===== src/rtl/qpd_pkg.sv =====
// Package: shared types, constants and nibble lookup for the quoted-printable decoder.
`timescale 1ns / 1ps

package qpd_pkg;

    localparam int QPD_QUEUE_DEPTH = 4;

    localparam logic [7:0] QP_EQ    = 8'h3D;
    localparam logic [7:0] QP_ZERO  = 8'h30;
    localparam int         QP_SPAN  = 23;
    localparam int         QP_SHIFT = 4;
    localparam int         MAX_OUT  = 3;

    localparam logic [3:0] NIB_TAB [0:QP_SPAN-1] = '{
        4'd0, 4'd1, 4'd2, 4'd3, 4'd4, 4'd5, 4'd6, 4'd7, 4'd8, 4'd9,
        4'd0, 4'd0, 4'd0, 4'd0, 4'd0, 4'd0, 4'd0,
        4'd10, 4'd11, 4'd12, 4'd13, 4'd14, 4'd15
    };

    typedef struct packed {
        logic                    last;
        logic [1:0]              cnt;
        logic [MAX_OUT-1:0][7:0] data;
    } job_t;

    function automatic logic is_digit(input logic [7:0] b);
        logic [7:0] off;
        begin
            off = b - QP_ZERO;
            return (b >= QP_ZERO) && (off < 8'(QP_SPAN));
        end
    endfunction

    function automatic logic [3:0] nibble(input logic [7:0] b);
        logic [7:0] off;
        begin
            off = b - QP_ZERO;
            if (off < 8'(QP_SPAN))
            begin
                return NIB_TAB[off[4:0]];
            end
            return 4'd0;
        end
    endfunction

endpackage


===== src/rtl/qpd_front.sv =====
// Front end: accept input words, track escape state, build output jobs.
`timescale 1ns / 1ps

module qpd_front (
    input  logic          clk,
    input  logic          rst_n,
    input  logic          s_tvalid,
    output logic          s_tready,
    input  logic [7:0]    s_tdata,   // [7:0] in_byte
    input  logic          s_tlast,   // in_last
    input  logic          q_full,
    output logic          q_push,
    output qpd_pkg::job_t q_job
);
    import qpd_pkg::*;

    localparam logic [1:0] PH_IDLE  = 2'd0;
    localparam logic [1:0] PH_EQ    = 2'd1;
    localparam logic [1:0] PH_FIRST = 2'd2;

    logic [1:0] phase_reg, phase_next;
    logic [7:0] first_reg, first_next;
    logic       accept;

    assign s_tready = !q_full;
    assign accept   = s_tvalid && s_tready;

    always_comb
    begin
        phase_next = phase_reg;
        first_next = first_reg;
        q_job      = '0;
        q_job.last = s_tlast;
        unique case (phase_reg)
            PH_EQ:
            begin
                if (s_tlast)
                begin
                    q_job.cnt     = 2'd2;
                    q_job.data[0] = QP_EQ;
                    q_job.data[1] = s_tdata;
                end
                else
                begin
                    first_next = s_tdata;
                    phase_next = PH_FIRST;
                end
            end
            PH_FIRST:
            begin
                if (is_digit(first_reg) && is_digit(s_tdata))
                begin
                    q_job.cnt     = 2'd1;
                    q_job.data[0] = {nibble(first_reg), nibble(s_tdata)};
                end
                else
                begin
                    q_job.cnt     = 2'd3;
                    q_job.data[0] = QP_EQ;
                    q_job.data[1] = first_reg;
                    q_job.data[2] = s_tdata;
                end
                phase_next = PH_IDLE;
                first_next = 8'd0;
            end
            default:
            begin
                phase_next = PH_IDLE;
                if (s_tdata == QP_EQ && !s_tlast)
                begin
                    phase_next = PH_EQ;
                end
                else
                begin
                    q_job.cnt     = 2'd1;
                    q_job.data[0] = s_tdata;
                end
            end
        endcase
        if (s_tlast)
        begin
            phase_next = PH_IDLE;
            first_next = 8'd0;
        end
    end

    assign q_push = accept && (q_job.cnt != 2'd0);

    always_ff @(posedge clk or negedge rst_n)
    begin
        if (!rst_n)
        begin
            phase_reg <= PH_IDLE;
            first_reg <= 8'd0;
        end
        else if (accept)
        begin
            phase_reg <= phase_next;
            first_reg <= first_next;
        end
    end

endmodule


===== src/rtl/qpd_queue.sv =====
// Job queue between front end and back end.
`timescale 1ns / 1ps

module qpd_queue #(
    parameter int DEPTH = qpd_pkg::QPD_QUEUE_DEPTH
) (
    input  logic          clk,
    input  logic          rst_n,
    input  logic          push,
    input  qpd_pkg::job_t wjob,
    input  logic          pop,
    output qpd_pkg::job_t rjob,
    output logic          full,
    output logic          empty
);
    import qpd_pkg::*;

    localparam int PW = (DEPTH > 1) ? $clog2(DEPTH) : 1;
    localparam int CW = $clog2(DEPTH + 1);

    job_t          mem_reg [0:DEPTH-1];
    logic [PW-1:0] wptr_reg, wptr_next;
    logic [PW-1:0] rptr_reg, rptr_next;
    logic [CW-1:0] count_reg, count_next;

    assign full  = (count_reg == CW'(DEPTH));
    assign empty = (count_reg == '0);
    assign rjob  = mem_reg[rptr_reg];

    always_comb
    begin
        wptr_next  = wptr_reg;
        rptr_next  = rptr_reg;
        count_next = count_reg;
        if (push)
        begin
            wptr_next = (wptr_reg == PW'(DEPTH - 1)) ? '0 : wptr_reg + 1'b1;
        end
        if (pop)
        begin
            rptr_next = (rptr_reg == PW'(DEPTH - 1)) ? '0 : rptr_reg + 1'b1;
        end
        if (push && !pop)
        begin
            count_next = count_reg + 1'b1;
        end
        else if (pop && !push)
        begin
            count_next = count_reg - 1'b1;
        end
    end

    always_ff @(posedge clk)
    begin
        if (push)
        begin
            mem_reg[wptr_reg] <= wjob;
        end
    end

    always_ff @(posedge clk or negedge rst_n)
    begin
        if (!rst_n)
        begin
            wptr_reg  <= '0;
            rptr_reg  <= '0;
            count_reg <= '0;
        end
        else
        begin
            wptr_reg  <= wptr_next;
            rptr_reg  <= rptr_next;
            count_reg <= count_next;
        end
    end

endmodule


===== src/rtl/qpd_back.sv =====
// Back end: serialize queued jobs into output words through an output register.
`timescale 1ns / 1ps

module qpd_back (
    input  logic          clk,
    input  logic          rst_n,
    input  qpd_pkg::job_t q_job,
    input  logic          q_empty,
    output logic          q_pop,
    output logic          m_tvalid,
    input  logic          m_tready,
    output logic [7:0]    m_tdata,   // [7:0] out_byte
    output logic [0:0]    m_tuser,   // [0] run_last
    output logic          m_tlast    // stream_end
);
    import qpd_pkg::*;

    logic       valid_reg, valid_next;
    logic [7:0] data_reg;
    logic       run_last_reg;
    logic       end_reg;
    logic [1:0] idx_reg, idx_next;
    logic       load;
    logic       job_done;

    assign load     = !q_empty && (!valid_reg || m_tready);
    assign job_done = (idx_reg == (q_job.cnt - 2'd1));
    assign q_pop    = load && job_done;

    always_comb
    begin
        valid_next = valid_reg;
        idx_next   = idx_reg;
        if (load)
        begin
            valid_next = 1'b1;
            idx_next   = job_done ? 2'd0 : idx_reg + 2'd1;
        end
        else if (m_tready)
        begin
            valid_next = 1'b0;
        end
    end

    always_ff @(posedge clk)
    begin
        if (load)
        begin
            data_reg     <= q_job.data[idx_reg];
            run_last_reg <= job_done;
            end_reg      <= job_done && q_job.last;
        end
    end

    always_ff @(posedge clk or negedge rst_n)
    begin
        if (!rst_n)
        begin
            valid_reg <= 1'b0;
            idx_reg   <= 2'd0;
        end
        else
        begin
            valid_reg <= valid_next;
            idx_reg   <= idx_next;
        end
    end

    assign m_tvalid   = valid_reg;
    assign m_tdata    = data_reg;
    assign m_tuser[0] = run_last_reg;
    assign m_tlast    = end_reg;

    a_end_is_run_last: assert property (@(posedge clk) disable iff (!rst_n)
        valid_reg && end_reg |-> run_last_reg)
        else $error("stream end without run end");

    a_idx_in_job: assert property (@(posedge clk) disable iff (!rst_n)
        !q_empty |-> (idx_reg < q_job.cnt))
        else $error("job index past job length");

    a_idx_clear_when_empty: assert property (@(posedge clk) disable iff (!rst_n)
        q_empty |-> (idx_reg == 2'd0))
        else $error("job index left over with empty queue");

endmodule


===== src/rtl/quoted_printable_decoder_core.sv =====
// Top level: quoted-printable decoder with decoupled classify and emit stages.
//
// Usage:
//   Input stream (s_*): one raw encoded byte per word in s_tdata[7:0]; s_tlast
//   marks the final byte of a stream. A word is taken when s_tvalid and
//   s_tready are both high.
//   Output stream (m_*): one decoded or literal byte per word in m_tdata[7:0];
//   m_tuser[0] marks the last byte caused by one input word, m_tlast marks
//   the final byte of the stream.
//   Path: a byte that produces output goes through the job queue and then the
//   output register to m_*, when the queue is empty and the receiver is ready.
//   Throughput: one input word per cycle until the queue is full; the output
//   side emits one byte per cycle while m_tready is high, so a failed escape
//   (three bytes out) holds the emitter for all three bytes. The job queue of
//   QUEUE_DEPTH entries absorbs such bursts; s_tready drops only when it is full.
//   Reset: clears escape state, queue and output valid flag; no outputs valid.
//   Stall: while m_tready is low the output word holds and the queue fills;
//   input keeps flowing until the queue is full.
`timescale 1ns / 1ps

module quoted_printable_decoder_core #(
    parameter int QUEUE_DEPTH = qpd_pkg::QPD_QUEUE_DEPTH
) (
    input  logic       clk,
    input  logic       rst_n,
    input  logic       s_tvalid,
    output logic       s_tready,
    input  logic [7:0] s_tdata,   // [7:0] in_byte
    input  logic       s_tlast,   // in_last
    output logic       m_tvalid,
    input  logic       m_tready,
    output logic [7:0] m_tdata,   // [7:0] out_byte
    output logic [0:0] m_tuser,   // [0] run_last
    output logic       m_tlast    // stream_end
);
    import qpd_pkg::*;

    job_t push_job;
    job_t head_job;
    logic q_push;
    logic q_pop;
    logic q_full;
    logic q_empty;

    qpd_front u_front (
        .clk      (clk),
        .rst_n    (rst_n),
        .s_tvalid (s_tvalid),
        .s_tready (s_tready),
        .s_tdata  (s_tdata),
        .s_tlast  (s_tlast),
        .q_full   (q_full),
        .q_push   (q_push),
        .q_job    (push_job)
    );

    qpd_queue #(
        .DEPTH (QUEUE_DEPTH)
    ) u_queue (
        .clk   (clk),
        .rst_n (rst_n),
        .push  (q_push),
        .wjob  (push_job),
        .pop   (q_pop),
        .rjob  (head_job),
        .full  (q_full),
        .empty (q_empty)
    );

    qpd_back u_back (
        .clk      (clk),
        .rst_n    (rst_n),
        .q_job    (head_job),
        .q_empty  (q_empty),
        .q_pop    (q_pop),
        .m_tvalid (m_tvalid),
        .m_tready (m_tready),
        .m_tdata  (m_tdata),
        .m_tuser  (m_tuser),
        .m_tlast  (m_tlast)
    );

endmodule


===== config.mk =====
export PLATFORM = sky130hd
export DESIGN_NAME = quoted_printable_decoder_core
export DESIGN_NICKNAME = d
export VERILOG_FILES = /design/src/rtl/qpd_pkg.sv /design/src/rtl/qpd_front.sv /design/src/rtl/qpd_queue.sv /design/src/rtl/qpd_back.sv /design/src/rtl/quoted_printable_decoder_core.sv
export SDC_FILE = /design/constraint.sdc
export NUM_CORES = 1
export LEC_CHECK = 0
export BUFFER_PORTS_ARGS = -buffer_cell sky130_fd_sc_hd__buf_4
export CAP_MARGIN = 10
export CORE_MARGIN = 4
export CORE_UTILIZATION = 30
export CTS_BUF_LIST = sky130_fd_sc_hd__clkbuf_16
export CTS_CLUSTER_DIAMETER = 50
export DETAILED_ROUTE_END_ITERATION = 8
export MAX_ROUTING_LAYER = met4
export PLACE_DENSITY_LB_ADDON = 0.12
export SLEW_MARGIN = 0
export SYNTH_ARGS = -nofsm -noshare
export SYNTH_HDL_FRONTEND = slang
export SYNTH_HIERARCHICAL = 1
export SYNTH_SLANG_ARGS = --single-unit
export TNS_END_PERCENT = 100

===== constraint.sdc =====
create_clock -name clk -period 4.29 [get_ports clk]
set_clock_uncertainty 0.1 [all_clocks]
set_input_delay 0.858 -clock clk [delete_from_list [all_inputs] [get_ports clk]]
set_output_delay 0.858 -clock clk [all_outputs]
set_load 0.02 [all_outputs]

Word level (Yosys, flattened, before mapping)

Memories as Yosys holds them, arrays and structs flattened.
Cells that the tools add are included.

Add/subtract/negate cells: 8
Magnitude comparators: 7
Eq/ne operators: 7
Muxes and demuxes: 41
Bitwise operators: 2
Reductions and logical operators: 24

Operator list:

| cell                | count |
|---|---|
| $pmux 8 s2          | 3 |
| $mux 8              | 5 |
| $mux 16             | 2 |
| $mux 4              | 8 |
| $bmux 8 s2          | 1 |
| $ge 8x6->1 const B  | 2 |
| $lt 8x5->1 const B  | 2 |
| $sub 8x6->8 const B | 2 |
| $ge 6x6->1 const B  | 2 |
| $mux 1              | 12 |
| $mux 2              | 6 |
| $not 5->6           | 2 |
| $logic_and 1x1->1   | 11 |
| $eq 8x6->1 const B  | 1 |
| $pmux 2 s2          | 2 |
| $add 2x1->2 const B | 3 |
| $eq 2x2->1 const B  | 3 |
| $logic_not 1->1     | 6 |
| $mux 3              | 2 |
| $reduce_bool 2->1   | 3 |
| $add 3x1->3 const B | 1 |
| $eq 3x3->1 const B  | 1 |
| $logic_not 3->1     | 1 |
| $lt 2x3->1 const B  | 1 |
| 7 further kinds     | 7 |

Flip-flop bits (word level): 30
Memory bits (writable): 108
ROM bits: 256
Input port bits: 13
Output and inout port bits: 12
Word-level logic and storage cells: 102
Memories kept: 3

Memories:

| name             | depth | bits a word | rd ports | clocked after memory_dff | wr ports | RTL line        | source |
|---|---|---|---|---|---|---|---|
| (name not given) | 32    | 4           | 1        | 0                        | 0        | qpd_pkg.sv:40   | `return NIB_TAB[off[4:0]];` |
| (name not given) | 32    | 4           | 1        | 0                        | 0        | qpd_pkg.sv:40   |  |
| u_queue.mem_reg  | 4     | 27          | 1        | 0                        | 1        | qpd_queue.sv:21 | `job_t mem_reg [0:DEPTH-1];` |

Logic depth before layout (Yosys ltp)

Gate-level depths: netlist of run 1.

Depth after elaboration: 12
Gate-level depth with buffers: 13
Mapped depth without buffers: 11

By module

The synthesis of run 1 kept the hierarchy.

By module, submodules not included:

| module    | instances | cells each | area each (sq um) | seq. area each (sq um) |
|---|---|---|---|---|
| qpd_queue | 1         | 178        | 4321.6            | 3418.3 |
| qpd_front | 1         | 175        | 1310.0            | 250.2 |
| qpd_back  | 1         | 58         | 665.6             | 375.4 |

Worst setup path before layout of run 1

Ideal clock, no wire load.

Kind: input-to-reg
From: input port s_tdata[1]
To: memory u_queue/mem_reg[1][0] in the netlist's numbering (enable)
Library setup time: 386 ps
Data arrival time: 2652 ps
Required time: 3804 ps
Slack: 1152 ps
Stages on the path: 6
Buffers on the path: 0
Cells stage by stage: inv_1 > ha_1 > nand4b_1 > nor3_1 > a221oi_1 > and2_1

Longest elaborated chain between the ends: 10
Elaborated cells on any way between the ends: 14
Those cells by class: 1 x add/sub; 2 x order compare; 1 x eq/ne; 5 x mux; 5 x reduce/logical

Ends and longest elaborated chain:

| item                             | RTL line                            | source |
|---|---|---|
| start: declaration               | quoted_printable_decoder_core.sv:28 | `input logic [7:0] s_tdata,` |
| $sub 8x6->8                      | qpd_pkg.sv:29                       | `off = b - QP_ZERO;` |
| $lt 8x5->1                       | qpd_pkg.sv:30                       | `return (b >= QP_ZERO) && (off < 8'(QP_SPAN));` |
| $logic_and 1x1->1                | qpd_pkg.sv:30                       |  |
| $logic_and 1x1->1                | qpd_front.sv:51                     | `if (is_digit(first_reg) && is_digit(s_tdata))` |
| $mux 2                           | qpd_front.sv:51                     |  |
| $pmux 2 s2 (*)                   | qpd_front.sv:34                     | `unique case (phase_reg)` |
| $reduce_bool 2->1 (*)            | qpd_front.sv:87                     | `assign q_push = accept && (q_job.cnt != 2'd0);` |
| $logic_and 1x1->1 (*)            | qpd_front.sv:87                     |  |
| net q_push                       | quoted_printable_decoder_core.sv:40 | `logic q_push;` |
| $mux 1 (*)                       | qpd_queue.sv:55                     | `if (push)` |
| $mux 1 (not written as such) (*) | qpd_queue.sv:57                     | `mem_reg[wptr_reg] <= wjob;` |
| end: declaration                 | qpd_queue.sv:21                     |  |

Mark *: on every way through the listed nets, which the timed path passes. The rest lies on a longest branch.

==> metrics.csv, run 1 <==
metric;value;unit
synthCells;411;
hold_path_class;input pin to async pin;
dp_hpwl;9170;um
postPlaceCellArea;6770;um^2
antenna_found_initial;0;
vias;3513;
r2r-end;u_queue/count_reg[1];
crit_fanout;12;
wirelength;14000;um
rows;52;
setup_tns;0;ns
fmax;0.305;GHz
antenna_cells;0;
dr.pass1.iters;4;
final_common_cell;edfxtp_1;
die_area;23400;um^2
cpMaxStageDelayCell;mux4_2;
drc;0;
core;20400;um^2
syn_nets;450;
status;finished clean;
worst-setup-path-type;register to register;
yosysSeqAreaShare;0.642;
yosys_warnings;6;
top_layer;met4;
cts-root-buf;clkbuf_16;
ant_nets;0;
syn2layout_area_growth;17.2;%
drv_slew;0;
synth_area_per_cell;15.3;um^2
drv_cap;0;
largest_register_ffs;108;
initial_core_util;0.308;
crit_top_cell;inv_1;
synth_top_flop_cell;edfxtp_1;
io_pins;25;
max-slew-margin-rel;0.359;
synth_enable_flop_cells;118;
die_w;153;um
nFillCells;1997;
place.gp.congestion;0.780;
port_buffers;24;
final_nets;483;
async_flop_share;0.145;
wire_per_inst;19.2;um
wl_met3;438;um
endpoint_kind;register;
grt_pass1_vias;3720;
viasPerCell;4.83;
setup_viol;0;
h-tree-depth;4;
cts_buffers;17;
dr.first_iter.drc_count;183;
startpoint_type;register;
hold_viol;0;
synth_area;6300;um^2
die_y;153;um
r2r_start;u_queue/rptr_reg[0];
grt_max_degree;29;
fin_area;7380;um^2
layout-drive-gt1-share;0.230;
ys_ff_latch;138;
clk_latency;0.42;ns
postCtsSetupRepairBufs;0;
reg2reg_depth;9;
min_period;3.27;ns
synth_cell_types;51;
post-route-period-util;0.763;
rsz0062_at_grt;no;
critical_path.cell_chain;mux4_2, xnor2_1, mux2i_1, and2_1, inv_1, ha_1, inv_1, fa_1, mux2_2;
crit_required;4.49;ns
grt_overflow;0;
yosysTopAreaCellShare;0.563;
grt_use_total;0.127;
cts_hold_buffers;0;
max_stage_delay;0.59;ns
worstPathArrival;3.47;ns
wl_met1;6440;um
cts_tree;yes;
rrSetupSlack;1.02;ns
cts_max_path_buffers;2;
yosys.area.top_type;edfxtp_1;
cts_sinks;138;
leakage;2.63;nW
layout_common_cells;edfxtp_1 (118), nand2_1 (32), buf_4 (31), o21ai_0 (31), mux4_2 (26);
power_density;660;nW/um^2
post_cts_resized;0;
worst_pin_slew;0.959;ns
yosys-top-cells-area;edfxtp_1 (56%), mux4_2 (9.3%), dfrtp_1 (7.9%), ha_1 (5.0%), o21ai_0 (2.5%);
wl_met2;6850;um
clk_pin_slew;0.07;ns
grt_pass1_wl;21800;um
ir_worst_vdd;0.273;mV
==> routing by layer <==
metal	GRT usage	vias to the layer above
li1	-	1644
met1	0.164	1796
met2	0.201	55
met3	0.0280	18
met4	0.0433	0
met5	-	-
==> cell usage after synthesis (9+ instances only) <==
cell / count
dfrtp_1: 20
mux4_2: 26
nand2_1: 32
inv_1: 20
ha_1: 25
nor2_1: 12
nand3_1: 12
edfxtp_1: 118
mux2i_1: 10
o21ai_0: 31
a21oi_1: 9
==> worst max-delay path by stage <==
stage                                    from                    end  slack (ns)
final                     u_queue/rptr_reg[0]   u_queue/count_reg[1]        1.02
after global routing      u_queue/rptr_reg[0]   u_queue/count_reg[1]        0.80
after CTS                 u_queue/rptr_reg[0]   u_queue/count_reg[1]        0.99
after detailed placement           s_tdata[1]   u_queue/count_reg[1]        0.90
after global placement             s_tdata[1]   u_queue/count_reg[1]        1.00
after floorplan                    s_tdata[1]  u_queue/mem_reg[1][0]        1.15
==> report_power, final <==
| part | internal [mW] | switching [mW] |
|---|---|---|
| Clock | 0.926 | 0.591 |
| Combinational | 0.611 | 0.723 |
| Sequential | 1.83 | 0.192 |
| Total | 3.37 | 1.51 |
==> critical path, delay by kind of cell, from the launching register on <==
kind	cells	cell delay (ns)
and+or+nand+nor	1	0.26
adders and majority gates	2	0.60
xor gates and xnor gates	1	0.27
DFF	1	0.58
buffers and inverters	2	0.15
muxes	3	1.18
==> cell type report <==
type	instances	area [um^2]	area share
sequential	138	4050	0.548
multi-input combinational	236	2080	0.281
clock buffer	17	425	0.0576
tap	270	338	0.0458
timing repair buffer	31	233	0.0315
clock inverter	15	189	0.0256
inverter	20	75.1	0.0102
==> cells by family (layout without fill, tap and decap cells) <==
kind of cell / after synthesis / count (layout) / share of synthesized area
buffers and inverters: 37 / 83 / 0.0280
adder cells (fa/ha/maj): 26 / 26 / 0.0529
flip-flops: 138 / 138 / 0.642
XOR/XNOR: 5 / 5 / 0.00696
AND/OR/NAND/NOR: 100 / 100 / 0.0799
AO/OA/AOI/OAI: 65 / 65 / 0.0717
multiplexers: 40 / 40 / 0.118
==> per-stage QoR <==
stage / utilization / setup slack, ns / power (mW) / hold WS (ns) / instances
after floorplan: - / 1.15 / 2.99 / 0.356 / 411
after CTS: 0.361 / 0.987 / 4.97 / 0.222 / 727
final: 0.361 / 1.02 / 4.87 / 0.225 / 727
after global placement: 0.331 / 1.00 / 3.42 / 0.374 / 695
after detailed placement: 0.331 / 0.902 / 3.44 / 0.382 / 695
after global routing: 0.361 / 0.798 / 5.16 / 0.238 / 727
Power figures use the tool's default switching activity.
==> inputs of run 2 (changes only) <==
==> constraint.sdc (replaced) <==
create_clock -name clk -period 3.4 [get_ports clk]
set_clock_uncertainty 0.1 [all_clocks]
set_input_delay 0.68 -clock clk [delete_from_list [all_inputs] [get_ports clk]]
set_output_delay 0.68 -clock clk [all_outputs]
set_load 0.02 [all_outputs]
==> run 2 against run 1 <==
Sequential power is 23% higher. Fmax grew 7.8%. Hold slack got worse by 0.18 ns. Die area stayed put. Register-to-register slack worse by 0.65 ns. Count of clock-buffer cells in the layout unchanged. Global-route usage is 0.054 points lower. Via count is 0.37% lower. Core utilization increased by 0.36 points. Setup slack got worse by 0.65 ns. Cell count up 1.2%.
==> metrics.csv, run 2 (synthesis gave the netlist of run 1 again) <==
metric;value;unit;change
drv_cap;0;;unchanged
final_core_util;0.365;;was 0.361
drc;0;;unchanged
die_area;23400;um^2;unchanged
crit_top_cell;inv_1;;unchanged
min_period;3.04;ns;was 3.27 ns
grt_use_total;0.127;;about the same
syn2layout_area_growth;18.4;%;was 17.2%
initial_core_util;0.308;;unchanged
endpoint_kind;register;;unchanged
antenna_found_initial;0;;unchanged
critPathTopFamily;multiplexers;;unchanged
clk_latency;0.42;ns;about the same
power_frac_seq;0.408;;was 0.415
worstPathArrival;3.24;ns;was 3.47 ns
rows;52;;unchanged
max-slew-margin-rel;0.463;;was 0.359
startpoint_type;register;;unchanged
antenna_cells;0;;unchanged
power;6.07;mW;was 4.87 mW
power_frac_comb;0.303;;was 0.274
core;20400;um^2;unchanged
cpMaxStageDelayCell;mux4_2;;unchanged
fin_cells;736;;was 727
p_sw;1.90;mW;was 1.51 mW
port_buffers;24;;unchanged
cts_max_path_buffers;2;;unchanged
worst_pin_slew;0.796;ns;was 0.959 ns
postCtsSetupRepairBufs;0;;unchanged
layout_common_cells;edfxtp_1 (118), buf_4 (36), nand2_1 (32);;was edfxtp_1 (118), nand2_1 (32), buf_4 (31), o21ai_0 (31), mux4_2 (26)
post-route-period-util;0.894;;was 0.763
hold_path_class;input pin to async pin;;unchanged
cts_tree;yes;;unchanged
power_density;814;nW/um^2;was 660 nW/um^2
nFillCells;2007;;was 1997
status;finished clean;;unchanged
clk_pin_slew;0.06;ns;was 0.07 ns
placed_cells;704;;was 695
hold_viol;0;;unchanged
dp_hpwl;9300;um;was 9170 um
dr.first_iter.drc_count;167;;was 183
die_w;153;um;unchanged
rsz0062_at_grt;no;;unchanged
grt_max_degree;28;;was 29
dr.pass1.iters;4;;unchanged
post_cts_resized;0;;unchanged
largest_register_ffs;108;;unchanged
setup_tns;0;ns;unchanged
drv_slew;0;;unchanged
grt_pass1_wl;21800;um;about the same
switching_share;0.313;;was 0.309
critical_path.cell_chain;mux4_2, xnor2_1, mux2i_1, and2_1, inv_1, ha_1, inv_1, fa_1, mux2_2;;unchanged
setup_viol;0;;unchanged
grt_pass1_vias;3571;;was 3720
ir_worst_vdd;0.368;mV;was 0.273 mV
final_nets;492;;was 483
max_stage_delay;0.54;ns;was 0.59 ns
die_y;153;um;unchanged
cts_sinks;138;;unchanged
layout-drive-gt1-share;0.245;;was 0.230
grt_overflow;0;;unchanged
ant_nets;0;;unchanged
vias;3500;;was 3513
worst-setup-path-type;register to register;;unchanged
io_pins;25;;unchanged
cts_hold_buffers;0;;unchanged
crit_fanout;4;;was 12
final_common_cell;edfxtp_1;;unchanged
cp.buffers_inverters;2;;unchanged
fmax;0.329;GHz;was 0.305 GHz
viasPerCell;4.76;;was 4.83
wire_per_inst;18.6;um;was 19.2 um
intPower;4.17;mW;was 3.37 mW
fin_area;7450;um^2;was 7380 um^2
crit_required;3.60;ns;was 4.49 ns
place.gp.congestion;0.827;;was 0.780
clockPowerShare;0.289;;was 0.311
postPlaceCellArea;6890;um^2;was 6770 um^2
h-tree-depth;4;;unchanged
cts-root-buf;clkbuf_16;;unchanged
wirelength;13700;um;was 14000 um
cts_buffers;17;;unchanged
leakage;2.66;nW;was 2.63 nW
==> run 2: path summary, 6_finish.rpt <==
check	from	end	slack (ns)	cells after the start
max in group asynchronous	rst_n	u_queue/rptr_reg[0]	2.91	1
min reg2reg	u_queue/count_reg[2]	u_queue/count_reg[2]	0.39	1
max reg2reg	u_queue/rptr_reg[0]	u_queue/count_reg[1]	0.36	9
min in group clk	u_queue/count_reg[2]	u_queue/count_reg[2]	0.39	1
min	rst_n	u_front/first_reg[5]	0.04	1
max	u_queue/rptr_reg[0]	u_queue/count_reg[1]	0.36	9
==> run 2: per-stage QoR <==
stage | setup slack, ns | hold WS, ns
finish | 0.362 | 0.0435
global route | 0.135 | 0.0557
CTS | 0.337 | 0.0439
detailed placement | 0.257 | 0.380
global placement | 0.321 | 0.381
floorplan | 0.342 | 0.284
==> run 2: per-layer routing <==
metal  GRT usage  up-vias  wire length (um)
met4      0.0433        0               133
met2       0.193       60              6570
met3      0.0254        8               369
li1            -     1654                 -
met5           -        -                 0
met1       0.171     1778              6630
==> run 2: power by group through the flow <==
stage / registers [mW] / logic [mW] / clock network [mW]
after floorplan: 2.55 / 1.23 / 0
after global placement: 2.50 / 1.90 / 0
after global routing: 2.53 / 2.04 / 1.89
after CTS: 2.48 / 1.90 / 1.80
final: 2.48 / 1.84 / 1.75
after detailed placement: 2.52 / 1.90 / 0
==> run 2: area by class of cell <==
cell class / count / area [um^2] / area share
Clock buffer: 17 / 425 / 0.0571
Clock inverter: 15 / 144 / 0.0193
Inverter: 20 / 75.1 / 0.0101
Multi-Input combinational cell: 236 / 2080 / 0.279
Sequential cell: 138 / 4050 / 0.543
Tap cell: 270 / 338 / 0.0453
Timing Repair Buffer: 40 / 350 / 0.0470
